$ cat config.mk
export PLATFORM = sky130hd
export DESIGN_NAME = fnv_splitmix_256bit_hash_top
export DESIGN_NICKNAME = d
export VERILOG_FILES = /design/src/rtl/fsh_pkg.sv /design/src/rtl/fsh_mul64.sv /design/src/rtl/fsh_datapath.sv /design/src/rtl/fsh_ctrl.sv /design/src/rtl/fnv_splitmix_256bit_hash_top.sv
export SDC_FILE = /design/constraint.sdc
export NUM_CORES = 2
export LEC_CHECK = 0
export BUFFER_PORTS_ARGS = -buffer_cell sky130_fd_sc_hd__buf_2
export CORE_AREA = 2 2 325 455
export CTS_BUF_LIST = sky130_fd_sc_hd__clkbuf_8 sky130_fd_sc_hd__clkbuf_16
export CTS_CLUSTER_SIZE = 12
export DETAILED_ROUTE_END_ITERATION = 12
export DIE_AREA = 0 0 327 457
export GPL_TIMING_DRIVEN = 0
export PLACE_DENSITY = 0.72
export SYNTH_ARGS = -nofsm -noshare
export SYNTH_HDL_FRONTEND = slang
export SYNTH_SLANG_ARGS = --single-unit
$ cat constraint.sdc
create_clock -name clk -period 11.95 [get_ports clk]
set_input_delay 0.5975 -clock clk [delete_from_list [all_inputs] [get_ports clk]]
set_output_delay 0.5975 -clock clk [all_outputs]
set_load 0.01 [all_outputs]
$ cat src/rtl/fsh_pkg.sv
// ----------------------------------------------------------------------------
// fsh_pkg
// Constants, operation codes and the control/status types that the hash
// controller, datapath and top level share.
// ----------------------------------------------------------------------------
package fsh_pkg;

    // Hash constants.
    localparam logic [63:0] FNV_BASIS = 64'hcbf29ce484222325;
    localparam logic [63:0] PRIME_64  = 64'h00000100000001b3;
    localparam logic [63:0] GOLDEN    = 64'h9e3779b97f4a7c15;
    localparam logic [63:0] SM_MUL1   = 64'hbf58476d1ce4e5b9;
    localparam logic [63:0] SM_MUL2   = 64'h94d049bb133111eb;
    localparam logic [63:0] ODD_MUL   = 64'hd6e8feb86659fd93;
    localparam logic [8:0]  BYTE_BIAS = 9'h09e;

    // Shift amounts.
    localparam int MIX_SHIFT = 17;
    localparam int SM_SHIFT1 = 30;
    localparam int SM_SHIFT2 = 27;
    localparam int SM_SHIFT3 = 31;

    // Accumulator start values.
    localparam logic [63:0] ACC_FNV_INIT   = FNV_BASIS ^ 64'hA;
    localparam logic [63:0] ACC_SHIFT_INIT = FNV_BASIS ^ 64'hB;
    localparam logic [63:0] ACC_GOLD_INIT  = FNV_BASIS ^ 64'hC;
    localparam logic [63:0] ACC_ODD_INIT   = FNV_BASIS ^ 64'hD;

    // Index of the final result word.
    localparam logic [1:0] LAST_WORD = 2'd3;

    // Operations run through the shared multiplier.
    typedef enum logic [2:0] {
        OP_ABS_FNV   = 3'd0,
        OP_ABS_SHIFT = 3'd1,
        OP_ABS_GOLD  = 3'd2,
        OP_ABS_ODD   = 3'd3,
        OP_MIX1      = 3'd4,
        OP_MIX2      = 3'd5
    } op_t;

    // Commands from the controller to the datapath.
    typedef struct packed {
        logic       load_in;
        logic       mul_start;
        logic       mul_wb;
        logic       seed_init;
        logic       clear_state;
        op_t        op;
        logic [1:0] word_idx;
    } ctrl_cmd_t;

    // Status from the datapath to the controller.
    typedef struct packed {
        logic mul_done;
    } dp_status_t;

endpackage

$ cat src/rtl/fsh_mul64.sv
// ----------------------------------------------------------------------------
// fsh_mul64
// Iterative 64 x 64 multiplier giving the low 64 bits of the product. It uses
// one 32 x 32 multiplier over its phases and pulses done when the result
// is ready.
// ----------------------------------------------------------------------------
module fsh_mul64 (
    input  logic        clk,
    input  logic        rst_n,
    input  logic        start,
    input  logic [63:0] op_a,
    input  logic [63:0] op_b,
    output logic        done,
    output logic [63:0] product
);

    logic        busy_reg;
    logic        busy_next;
    logic [1:0]  phase_reg;
    logic [1:0]  phase_next;
    logic        done_reg;
    logic        done_next;
    logic [63:0] a_reg;
    logic [63:0] b_reg;
    logic [63:0] prod_reg;
    logic [63:0] sum_reg;
    logic [31:0] mul_x;
    logic [31:0] mul_y;
    logic [63:0] mul_out;

    // Select the partial product for this phase: low by low, high by low,
    // then low by high. The high by high term falls outside 64 bits.
    always_comb
    begin
        case (phase_reg)
            2'd0:
            begin
                mul_x = a_reg[31:0];
                mul_y = b_reg[31:0];
            end
            2'd1:
            begin
                mul_x = a_reg[63:32];
                mul_y = b_reg[31:0];
            end
            default:
            begin
                mul_x = a_reg[31:0];
                mul_y = b_reg[63:32];
            end
        endcase
    end

    assign mul_out = {32'd0, mul_x} * {32'd0, mul_y};

    // Sequencing of the four phases.
    always_comb
    begin
        busy_next  = busy_reg;
        phase_next = phase_reg;
        done_next  = 1'b0;
        if (start)
        begin
            busy_next  = 1'b1;
            phase_next = 2'd0;
        end
        else if (busy_reg)
        begin
            phase_next = phase_reg + 2'd1;
            if (phase_reg == 2'd3)
            begin
                busy_next = 1'b0;
                done_next = 1'b1;
            end
        end
    end

    always_ff @(posedge clk or negedge rst_n)
    begin
        if (!rst_n)
        begin
            busy_reg  <= 1'b0;
            phase_reg <= 2'd0;
            done_reg  <= 1'b0;
        end
        else
        begin
            busy_reg  <= busy_next;
            phase_reg <= phase_next;
            done_reg  <= done_next;
        end
    end

    // Operand capture, partial product register and running sum.
    always_ff @(posedge clk)
    begin
        if (start)
        begin
            a_reg <= op_a;
            b_reg <= op_b;
        end
        else if (busy_reg)
        begin
            prod_reg <= mul_out;
            case (phase_reg)
                2'd0:    sum_reg <= sum_reg;
                2'd1:    sum_reg <= prod_reg;
                default: sum_reg <= sum_reg + {prod_reg[31:0], 32'd0};
            endcase
        end
    end

    assign done    = done_reg;
    assign product = sum_reg;

endmodule

$ cat src/rtl/fsh_datapath.sv
// ----------------------------------------------------------------------------
// fsh_datapath
// Accumulators, byte counter, seed and result registers of the hash, with
// the operand selection and write-back around the shared multiplier.
// ----------------------------------------------------------------------------
module fsh_datapath (
    input  logic               clk,
    input  logic               rst_n,
    input  fsh_pkg::ctrl_cmd_t cmd,
    output fsh_pkg::dp_status_t status,
    input  logic [7:0]         data_byte,
    output logic [63:0]        hash_word0,
    output logic [63:0]        hash_word1,
    output logic [63:0]        hash_word2,
    output logic [63:0]        hash_word3
);

    logic [63:0] acc_fnv_reg;
    logic [63:0] acc_fnv_next;
    logic [63:0] acc_shift_reg;
    logic [63:0] acc_shift_next;
    logic [63:0] acc_gold_reg;
    logic [63:0] acc_gold_next;
    logic [63:0] acc_odd_reg;
    logic [63:0] acc_odd_next;
    logic [63:0] count_reg;
    logic [63:0] count_next;
    logic [7:0]  byte_reg;
    logic [63:0] seed_reg;
    logic [63:0] z_reg;
    logic [63:0] word0_reg;
    logic [63:0] word1_reg;
    logic [63:0] word2_reg;
    logic [63:0] word3_reg;
    logic [63:0] byte_ext;
    logic [8:0]  byte_biased;
    logic [63:0] seed_step;
    logic [63:0] mul_a;
    logic [63:0] mul_b;
    logic        mul_done;
    logic [63:0] mul_p;
    logic [63:0] acc_sel;
    logic [63:0] word_value;

    assign byte_ext    = {56'd0, byte_reg};
    assign byte_biased = {1'b0, byte_reg} + fsh_pkg::BYTE_BIAS;
    assign seed_step   = seed_reg + fsh_pkg::GOLDEN;

    // Multiplier operands for each operation.
    always_comb
    begin
        case (cmd.op)
            fsh_pkg::OP_ABS_FNV:
            begin
                mul_a = acc_fnv_reg ^ byte_ext;
                mul_b = fsh_pkg::PRIME_64;
            end
            fsh_pkg::OP_ABS_SHIFT:
            begin
                mul_a = acc_shift_reg + (byte_ext << count_reg[2:0]);
                mul_b = fsh_pkg::PRIME_64;
            end
            fsh_pkg::OP_ABS_GOLD:
            begin
                mul_a = acc_gold_reg;
                mul_b = fsh_pkg::GOLDEN;
            end
            fsh_pkg::OP_ABS_ODD:
            begin
                mul_a = acc_odd_reg ^ {55'd0, byte_biased};
                mul_b = fsh_pkg::ODD_MUL;
            end
            fsh_pkg::OP_MIX1:
            begin
                mul_a = seed_step ^ (seed_step >> fsh_pkg::SM_SHIFT1);
                mul_b = fsh_pkg::SM_MUL1;
            end
            fsh_pkg::OP_MIX2:
            begin
                mul_a = z_reg ^ (z_reg >> fsh_pkg::SM_SHIFT2);
                mul_b = fsh_pkg::SM_MUL2;
            end
            default:
            begin
                mul_a = 64'd0;
                mul_b = 64'd0;
            end
        endcase
    end

    fsh_mul64 u_mul (
        .clk     (clk),
        .rst_n   (rst_n),
        .start   (cmd.mul_start),
        .op_a    (mul_a),
        .op_b    (mul_b),
        .done    (mul_done),
        .product (mul_p)
    );

    assign status.mul_done = mul_done;

    // Accumulator paired with the result word being produced.
    always_comb
    begin
        case (cmd.word_idx)
            2'd0:    acc_sel = acc_fnv_reg;
            2'd1:    acc_sel = acc_shift_reg;
            2'd2:    acc_sel = acc_gold_reg;
            default: acc_sel = acc_odd_reg;
        endcase
    end

    assign word_value = mul_p ^ (mul_p >> fsh_pkg::SM_SHIFT3) ^ acc_sel;

    // Accumulator and counter updates. Clearing wins over write-back.
    always_comb
    begin
        acc_fnv_next   = acc_fnv_reg;
        acc_shift_next = acc_shift_reg;
        acc_gold_next  = acc_gold_reg;
        acc_odd_next   = acc_odd_reg;
        count_next     = count_reg;
        if (cmd.clear_state)
        begin
            acc_fnv_next   = fsh_pkg::ACC_FNV_INIT;
            acc_shift_next = fsh_pkg::ACC_SHIFT_INIT;
            acc_gold_next  = fsh_pkg::ACC_GOLD_INIT;
            acc_odd_next   = fsh_pkg::ACC_ODD_INIT;
            count_next     = 64'd0;
        end
        else if (cmd.mul_wb)
        begin
            case (cmd.op)
                fsh_pkg::OP_ABS_FNV:
                begin
                    acc_fnv_next = mul_p;
                end
                fsh_pkg::OP_ABS_SHIFT:
                begin
                    acc_shift_next = mul_p ^ (acc_fnv_reg >> fsh_pkg::MIX_SHIFT);
                end
                fsh_pkg::OP_ABS_GOLD:
                begin
                    acc_gold_next = mul_p ^ byte_ext ^ count_reg;
                end
                fsh_pkg::OP_ABS_ODD:
                begin
                    acc_odd_next = mul_p;
                    count_next   = count_reg + 64'd1;
                end
                default:
                begin
                    acc_fnv_next = acc_fnv_reg;
                end
            endcase
        end
    end

    always_ff @(posedge clk or negedge rst_n)
    begin
        if (!rst_n)
        begin
            acc_fnv_reg   <= fsh_pkg::ACC_FNV_INIT;
            acc_shift_reg <= fsh_pkg::ACC_SHIFT_INIT;
            acc_gold_reg  <= fsh_pkg::ACC_GOLD_INIT;
            acc_odd_reg   <= fsh_pkg::ACC_ODD_INIT;
            count_reg     <= 64'd0;
        end
        else
        begin
            acc_fnv_reg   <= acc_fnv_next;
            acc_shift_reg <= acc_shift_next;
            acc_gold_reg  <= acc_gold_next;
            acc_odd_reg   <= acc_odd_next;
            count_reg     <= count_next;
        end
    end

    // Input byte, seed, mixer scratch and result words.
    always_ff @(posedge clk)
    begin
        if (cmd.load_in)
        begin
            byte_reg <= data_byte;
        end
        if (cmd.seed_init)
        begin
            seed_reg <= acc_fnv_reg ^ acc_shift_reg ^ acc_gold_reg ^ acc_odd_reg
                        ^ count_reg;
        end
        else if (cmd.mul_start && (cmd.op == fsh_pkg::OP_MIX1))
        begin
            seed_reg <= seed_step;
        end
        if (cmd.mul_wb && (cmd.op == fsh_pkg::OP_MIX1))
        begin
            z_reg <= mul_p;
        end
        if (cmd.mul_wb && (cmd.op == fsh_pkg::OP_MIX2))
        begin
            case (cmd.word_idx)
                2'd0:    word0_reg <= word_value;
                2'd1:    word1_reg <= word_value;
                2'd2:    word2_reg <= word_value;
                default: word3_reg <= word_value;
            endcase
        end
    end

    assign hash_word0 = word0_reg;
    assign hash_word1 = word1_reg;
    assign hash_word2 = word2_reg;
    assign hash_word3 = word3_reg;

endmodule

$ cat src/rtl/fsh_ctrl.sv
// ----------------------------------------------------------------------------
// fsh_ctrl
// Controller of the hash: takes input transfers, steps the datapath through
// the absorb and finalisation multiplies and owns the result valid flag.
// ----------------------------------------------------------------------------
module fsh_ctrl (
    input  logic                clk,
    input  logic                rst_n,
    input  logic                in_valid,
    output logic                in_ready,
    input  logic                is_last,
    input  logic                no_data,
    output logic                out_valid,
    input  logic                out_ready,
    output fsh_pkg::ctrl_cmd_t  cmd,
    input  fsh_pkg::dp_status_t status
);

    typedef enum logic [3:0] {
        ST_IDLE     = 4'b0001,
        ST_MUL_GO   = 4'b0010,
        ST_MUL_WAIT = 4'b0100,
        ST_FIN_WAIT = 4'b1000
    } state_t;

    state_t          state_reg;
    state_t          state_next;
    fsh_pkg::op_t    op_reg;
    fsh_pkg::op_t    op_next;
    logic [1:0]      idx_reg;
    logic [1:0]      idx_next;
    logic            last_reg;
    logic            last_next;
    logic            out_valid_reg;
    logic            out_valid_next;

    // Next state and command decode.
    always_comb
    begin
        state_next      = state_reg;
        op_next         = op_reg;
        idx_next        = idx_reg;
        last_next       = last_reg;
        out_valid_next  = out_valid_reg;
        in_ready        = 1'b0;
        cmd.load_in     = 1'b0;
        cmd.mul_start   = 1'b0;
        cmd.mul_wb      = 1'b0;
        cmd.seed_init   = 1'b0;
        cmd.clear_state = 1'b0;
        cmd.op          = op_reg;
        cmd.word_idx    = idx_reg;

        // The result leaves on its output transfer.
        if (out_valid_reg && out_ready)
        begin
            out_valid_next = 1'b0;
        end

        case (state_reg)
            ST_IDLE:
            begin
                in_ready = 1'b1;
                if (in_valid)
                begin
                    cmd.load_in = 1'b1;
                    last_next   = is_last;
                    if (!no_data)
                    begin
                        op_next    = fsh_pkg::OP_ABS_FNV;
                        state_next = ST_MUL_GO;
                    end
                    else if (is_last)
                    begin
                        state_next = ST_FIN_WAIT;
                    end
                end
            end
            ST_MUL_GO:
            begin
                cmd.mul_start = 1'b1;
                state_next    = ST_MUL_WAIT;
            end
            ST_MUL_WAIT:
            begin
                if (status.mul_done)
                begin
                    cmd.mul_wb = 1'b1;
                    case (op_reg)
                        fsh_pkg::OP_ABS_FNV:
                        begin
                            op_next    = fsh_pkg::OP_ABS_SHIFT;
                            state_next = ST_MUL_GO;
                        end
                        fsh_pkg::OP_ABS_SHIFT:
                        begin
                            op_next    = fsh_pkg::OP_ABS_GOLD;
                            state_next = ST_MUL_GO;
                        end
                        fsh_pkg::OP_ABS_GOLD:
                        begin
                            op_next    = fsh_pkg::OP_ABS_ODD;
                            state_next = ST_MUL_GO;
                        end
                        fsh_pkg::OP_ABS_ODD:
                        begin
                            state_next = last_reg ? ST_FIN_WAIT : ST_IDLE;
                        end
                        fsh_pkg::OP_MIX1:
                        begin
                            op_next    = fsh_pkg::OP_MIX2;
                            state_next = ST_MUL_GO;
                        end
                        fsh_pkg::OP_MIX2:
                        begin
                            if (idx_reg == fsh_pkg::LAST_WORD)
                            begin
                                cmd.clear_state = 1'b1;
                                out_valid_next  = 1'b1;
                                state_next      = ST_IDLE;
                            end
                            else
                            begin
                                idx_next   = idx_reg + 2'd1;
                                op_next    = fsh_pkg::OP_MIX1;
                                state_next = ST_MUL_GO;
                            end
                        end
                        default:
                        begin
                            state_next = ST_IDLE;
                        end
                    endcase
                end
            end
            ST_FIN_WAIT:
            begin
                // The result registers are reused, so wait for the last
                // result to be taken.
                if (!out_valid_reg)
                begin
                    cmd.seed_init = 1'b1;
                    idx_next      = 2'd0;
                    op_next       = fsh_pkg::OP_MIX1;
                    state_next    = ST_MUL_GO;
                end
            end
            default:
            begin
                state_next = ST_IDLE;
            end
        endcase
    end

    always_ff @(posedge clk or negedge rst_n)
    begin
        if (!rst_n)
        begin
            state_reg     <= ST_IDLE;
            op_reg        <= fsh_pkg::OP_ABS_FNV;
            idx_reg       <= 2'd0;
            last_reg      <= 1'b0;
            out_valid_reg <= 1'b0;
        end
        else
        begin
            state_reg     <= state_next;
            op_reg        <= op_next;
            idx_reg       <= idx_next;
            last_reg      <= last_next;
            out_valid_reg <= out_valid_next;
        end
    end

    assign out_valid = out_valid_reg;

endmodule

$ cat src/rtl/fnv_splitmix_256bit_hash_top.sv
// ----------------------------------------------------------------------------
// fnv_splitmix_256bit_hash_top
// Each byte takes four 64-bit multiplies, run one after another on the
// shared 32 x 32 multiplier. An item with no byte and no end mark starts no
// multiply. The end of a message adds eight mixer multiplies before the result.
// Reset clears the accumulators to their start values and the count to zero.
// ----------------------------------------------------------------------------
module fnv_splitmix_256bit_hash_top (
    input  logic        clk,
    input  logic        rst_n,
    input  logic        in_valid,
    output logic        in_ready,
    input  logic [7:0]  data_byte,
    input  logic        is_last,
    input  logic        no_data,
    output logic        out_valid,
    input  logic        out_ready,
    output logic [63:0] hash_word0,
    output logic [63:0] hash_word1,
    output logic [63:0] hash_word2,
    output logic [63:0] hash_word3
);

    fsh_pkg::ctrl_cmd_t  cmd;
    fsh_pkg::dp_status_t status;

    // Sequencing.
    fsh_ctrl u_ctrl (
        .clk       (clk),
        .rst_n     (rst_n),
        .in_valid  (in_valid),
        .in_ready  (in_ready),
        .is_last   (is_last),
        .no_data   (no_data),
        .out_valid (out_valid),
        .out_ready (out_ready),
        .cmd       (cmd),
        .status    (status)
    );

    // Arithmetic and state.
    fsh_datapath u_datapath (
        .clk        (clk),
        .rst_n      (rst_n),
        .cmd        (cmd),
        .status     (status),
        .data_byte  (data_byte),
        .hash_word0 (hash_word0),
        .hash_word1 (hash_word1),
        .hash_word2 (hash_word2),
        .hash_word3 (hash_word3)
    );

endmodule
==> summary.md, run 1 <==
| Metric | Value |
|---|---|
| Vias in the first global route | `71.6k` |
| Die span in x | `327 um` |
| Log Error | `[ERROR GRT-0116] Global routing finished with congestion. Check the congestion regions in the DRC Viewer.` |
| Top-level I/O count | `272` |
| Root Driver | `clkbuf_16` |
| Netlist cell types | `92` |
| Num rows | `166` |
| Register bit count reported by yosys | `940` |
| Post-detail-place hpwl | `326,000 um` |
| Number of input and output port buffers inserted | `271` |
| Final weighted congestion in routability-driven placement | `1.24` |
| Number of flops mapped to enable cells by yosys | `605` |
| Net count of the mapped netlist | `9,202` |
| Fail Step | `global routing` |
| Setup repair bufs after CTS | `0` |
| CTS Buf Count | `98` |
| Post-Synth XOR/XNOR Area | `9.16%` |
| Placement-stage worst setup slack | `-1210 ps` |
| Largest family of logic cells by synthesized area | `adder cells` |
| Synth Instances | `7,971` |
| Synth async-reset ratio | `35.6%` |
| Die extent in y | `457 um` |
| Most common flop cell mapped by yosys | `edfxtp_1` |
| Post-synthesis cell area | `79,400 um2` |
| Post-Synth Adder-Cell Area | `27.7%` |
| Bufs on Longest Clock Path | `3` |
| Yosys warning count | `0` |
| Outcome | `did not finish` |
| Total congestion overflow after global routing | `5` |
| Global-route usage over all layers | `57.4%` |
| Synthesized area per cell | `9.97 um2` |
| Proportion of synthesized chip area in sequential cells | `33.6%` |
| Starting utilization of the core area | `54.6%` |
| Basic-gate share of the synthesized area counting and, or, nand and nor cells | `12.6%` |
| H-Tree Depth | `3` |
| Wire length of the first global-routing pass | `587,000 um` |
| Compound-gate portion of the synthesized area | `8.65%` |
| Sinks on Clock Net | `940` |
| Multiplexer share of the synthesized area | `1.60%` |
| Maximum number of pins on one net before global-route repair | `118` |
## metrics by stage
step / cell area (um2) / cells
CTS: 87300 / 10400
floorplan: 79400 / 7971
global placement: 83200 / 10200
detailed placement: 84000 / 10200
## cell families after synthesis
group           Yosys count
compound gates         1077
xor+xnor                826
fa+ha+maj              1217
buf+inv                1417
flops                   940
mux                     122
simple gates           2372
## synth_stat cells (all sizes together), types with 67 or more instances
| master | instances | area share [%] |
|---|---|---|
| nand2 | 1111 | 5.3 |
| xor2 | 235 | 2.6 |
| dfrtp | 220 | 6.9 |
| fa | 898 | 23 |
| xnor2 | 589 | 6.5 |
| edfxtp | 605 | 23 |
| dfstp | 115 | 3.8 |
| a222oi | 67 | 0.84 |
| a21oi | 333 | 2.1 |
| ha | 319 | 5.0 |
| mux2i | 80 | 1.0 |
| clkbuf | 415 | 2.0 |
| inv | 948 | 4.5 |
| nor2 | 772 | 3.7 |
| o21ai | 308 | 1.9 |
| and2 | 106 | 0.83 |
| nand3 | 156 | 0.98 |
## metal layers
metal / GRT overflow / global-route usage, %
met2: 3 / 81.5
met5: 0 / 2.99
met4: 2 / 58.6
met3: 0 / 29.2
met1: 0 / 59.2
## repair_timing
item / CTS
pin swaps: 0
hold buffers: 5
setup endpoints to repair: 32
hold endpoints to repair: 18
resized for setup: 30
==> run 2: changes to the inputs <==
--- a/config.mk
+++ b/config.mk
@@ -6,13 +6,11 @@
 export NUM_CORES = 2
 export LEC_CHECK = 0
 export BUFFER_PORTS_ARGS = -buffer_cell sky130_fd_sc_hd__buf_2
-export CORE_AREA = 2 2 325 455
-export CTS_BUF_LIST = sky130_fd_sc_hd__clkbuf_8 sky130_fd_sc_hd__clkbuf_16
-export CTS_CLUSTER_SIZE = 12
+export CORE_AREA = 2 2 449 451
 export DETAILED_ROUTE_END_ITERATION = 12
-export DIE_AREA = 0 0 327 457
+export DIE_AREA = 0 0 451 453
 export GPL_TIMING_DRIVEN = 0
-export PLACE_DENSITY = 0.72
+export PLACE_DENSITY_LB_ADDON = 0.15
 export SYNTH_ARGS = -nofsm -noshare
 export SYNTH_HDL_FRONTEND = slang
 export SYNTH_SLANG_ARGS = --single-unit
==> summary.md, run 2 <==
| Metric | Value |
|---|---|
| Outcome | `complete, but fails checks` |
| Violations in the final reports | `capacitance limit, slew limit` |
| Sinks on Clock Net | `940 (unchanged)` |
| Setup Skew | `58.3 ps` |
| CP Launch Type | `flip-flop` |
| DIE AREA | `204,000 um2` |
| CTS Buf Count | `107 (+9.2%)` |
| # setup viols final | `0` |
| Peak-usage layer in the global routing report | `met2` |
| Post-Synth Adder-Cell Area | `27.7% (unchanged)` |
| Final weighted congestion in routability-driven placement | `1.08 (-13%)` |
| Placement Cell Area | `85,000 um2 (+1.2%)` |
| Slew headroom | `-12.1%` |
| Max_cap viols | `10` |
| Number of flops mapped to enable cells by yosys | `605 (unchanged)` |
| Netlist cell types | `92 (unchanged)` |
| Area growth from synthesis to final layout | `12.0%` |
| Most used cells in the layout excluding fill and tap cells | `nand2_1, inv_1, fa_1, nor2_1, edfxtp_1` |
| Wire length of the first global-routing pass | `541,000 um` |
| Vias in the first global route | `65.3k` |
| Maximum fanout count along the critical path | `10` |
| Num rows | `164 (-1.2%)` |
| Smallest hold slack | `122 ps` |
| Setup repair bufs after CTS | `0 (unchanged)` |
| Maximum number of pins on one net before global-route repair | `113` |
| Post-route DRC | `0` |
| Time the final worst path needs with I/O delays and setup | `11,730 ps` |
| Critical Path RT | `12,450 ps` |
| Worst Path Buf+Inv | `6` |
| Area share of the largest cell type after synthesis | `22.9% (unchanged)` |
| Root Driver | `clkbuf_16` |
| Top cell family by delay on the critical path | `adder cells` |
| H-Tree Depth | `3 (unchanged)` |
| Die span in x | `451 um (+38%)` |
| Worst endpoint data arrival time | `12,220 ps` |
| Max Fclk | `0.0853 GHz` |
| Setup slack, reg-to-reg | `220 ps` |
| Top-level I/O count | `272 (unchanged)` |
| Count leader, synth | `nand2_1` |
| Post-synthesis cell area | `79,400 um2 (unchanged)` |
| Final Max Slew Viols | `71` |
| Clock tree from TritonCTS | `done` |
| # placed instances | `10.9k (+7.2%)` |
| Met3 Resource Use GR | `10.2%` |
| Library cell with the largest summed area after synthesis | `edfxtp_1` |
| Type of the tightest min-delay check | `input port to flip-flop` |
| Post-detail-place hpwl | `329,000 um (+0.93%)` |
| Bufs on Longest Clock Path | `3 (unchanged)` |
| Post-Synth XOR/XNOR Area | `9.16% (unchanged)` |
| Met1 Use GR | `48.4%` |
| Detailed-router iteration count before antenna repair | `10` |
| Cell area after layout | `89,000 um2` |
| Vias per Instance | `5.94` |
| Synth async-reset ratio | `35.6% (unchanged)` |
| Top cells by instance count after synthesis | `nand2_1, inv_1, fa_1` |
| Core region area | `199,000 um2` |
| Total congestion overflow after global routing | `0` |
| Via Count | `66.3k` |
| Capture endpoint of the worst hold path | `u_datapath.byte_reg[1]` |
| Share of cells above drive strength 1 | `9.04%` |
| Global-route usage over all layers | `38.7%` |
| Antenna violations before repair | `49` |
| WL final | `399,000 um` |
| Endpoint kind of the worst setup timing path | `flip-flop` |
| GRT met2 Usage | `56.8%` |
| Worst reg2reg path startpoint | `u_datapath.u_mul.phase_reg[1]` |
| Yosys warning count | `0 (unchanged)` |
| Leading post-synthesis cells by cell area | `edfxtp_1, fa_1, dfrtp_1` |
| Synthesized area per cell | `9.97 um2 (unchanged)` |
| Category of the critical setup timing path | `flip-flop to flip-flop` |
| Starting utilization of the core area | `39.9% (-15 points)` |
| Largest stage delay on the critical path | `930 ps` |
| Most common flop cell mapped by yosys | `edfxtp_1` |
| Placement-stage worst setup slack | `-1120 ps (+90.7 ps)` |
| Die extent in y | `453 um (-0.88%)` |
| Clock-pin slew on the worst setup and hold paths | `70 ps` |
| Worst Hold Path Cells | `1` |
| Clk_lat worst skew | `770 ps` |
| Most common library cell in the layout ignoring fill and taps | `nand2_1` |
| Slew at the pin closest to its max-slew limit | `1680 ps` |
| Final ANT Viol Nets | `0` |
| 1st-iter DRT viols | `9,222` |
| Critical-path top delay cell | `nor2_1` |
| Compound-gate portion of the synthesized area | `8.65% (unchanged)` |
| Largest family of logic cells by synthesized area | `adder cells` |
| Final worst-path cycle share | `98.1%` |
| Register bit count reported by yosys | `940 (unchanged)` |
| Synth Instances | `7,971 (unchanged)` |
| Net count of the mapped netlist | `9,202 (unchanged)` |
| Final Net Count | `9,626` |
| Final std cells w/o fill | `11.2k` |
| Proportion of synthesized chip area in sequential cells | `33.6% (unchanged)` |
| Number of input and output port buffers inserted | `271 (unchanged)` |
| Most Frequent Cell on Critical Path | `fa_1` |
| Hold Path Origin | `data_byte[1]` |
| Final count of hold timing violations | `0` |
| Endpoint of the lowest-slack register-to-register path | `u_datapath.u_mul.prod_reg[62]` |
| Number of cells on the worst reg-to-reg path | `30` |
| Routed wire per std cell | `35.8 um` |
| Basic-gate share of the synthesized area counting and, or, nand and nor cells | `12.6% (unchanged)` |
| Slack of the critical path | `224 ps` |
| Multiplexer share of the synthesized area | `1.60% (unchanged)` |
run 2: worst max path at each step:
stage | start | to | slack [ps] | cells past startpoint
after global placement | u_datapath.u_mul.phase_reg[1] | u_datapath.u_mul.prod_reg[58] | -1230 | 28
after floorplan | u_datapath.u_mul.phase_reg[1] | u_datapath.u_mul.prod_reg[59] | 2930 | 31
after detailed placement | u_datapath.u_mul.phase_reg[1] | u_datapath.u_mul.prod_reg[58] | -1120 | 31
after global routing | u_datapath.u_mul.phase_reg[1] | u_datapath.u_mul.prod_reg[59] | -0.2 | 30
final | u_datapath.u_mul.phase_reg[1] | u_datapath.u_mul.prod_reg[62] | 220 | 30
after CTS | u_datapath.u_mul.phase_reg[0] | u_datapath.u_mul.prod_reg[59] | 3 | 31
run 2: what timing repair did:
action,4_1_cts,5_1_grt
hold endpoints to repair,31,0
hold buffers,1,0
endpoints found under the setup margin,28,8
gates resized for setup,27,29
cloned,0,0
run 2: cell type report:
| type | count | area, um2 |
|---|---|---|
| repair buffers | 317 | 2100 |
| inverters | 951 | 3570 |
| fillers | 19400 | 110000 |
| well taps | 2656 | 3320 |
| multi-input cells | 5614 | 47700 |
| clock buffers | 133 | 2870 |
| diodes | 18 | 45.0 |
| flip-flops and latches | 940 | 26700 |
| plain buffers | 464 | 1830 |
| clock inverters | 65 | 867 |
run 2: cells by family after synthesis:
kind of cell,after synthesis
AOI/OAI and AO/OA,1077
xor gates and xnor gates,826
adders and majority gates,1217
buffers and inverters,1417
DFF,940
muxes,122
and+or+nand+nor,2372
run 2: worst register-to-register path, delay by kind of cell, from the launching register on:
kind            cells  cell delay [ps]
compound gates      3             1090
simple gates       10             2940
xor+xnor            1              160
fa+ha+maj          10             5220
flops               1              390
buf+inv             6             1670
run 2: routing by layer:
metal  wire [um]  part of all wire, %
met4       39700                  9.9
met2      169000                   42
met5         121                0.030
met1      147000                   37
met3       44000                   11
run 2: stage by stage:
stage,utilization (%),setup TNS (ps)
6_report,44.7,0
3_5_place_dp,42.7,-13860
4_1_cts,44.6,0
5_1_grt,44.6,-0.162
3_3_place_gp,42.2,-14890
2_1_floorplan,-,0
Power of run 2 is left out: the tool's default activity adds up to more than one toggle a clock period on the data nets, which glitch-free logic cannot reach.
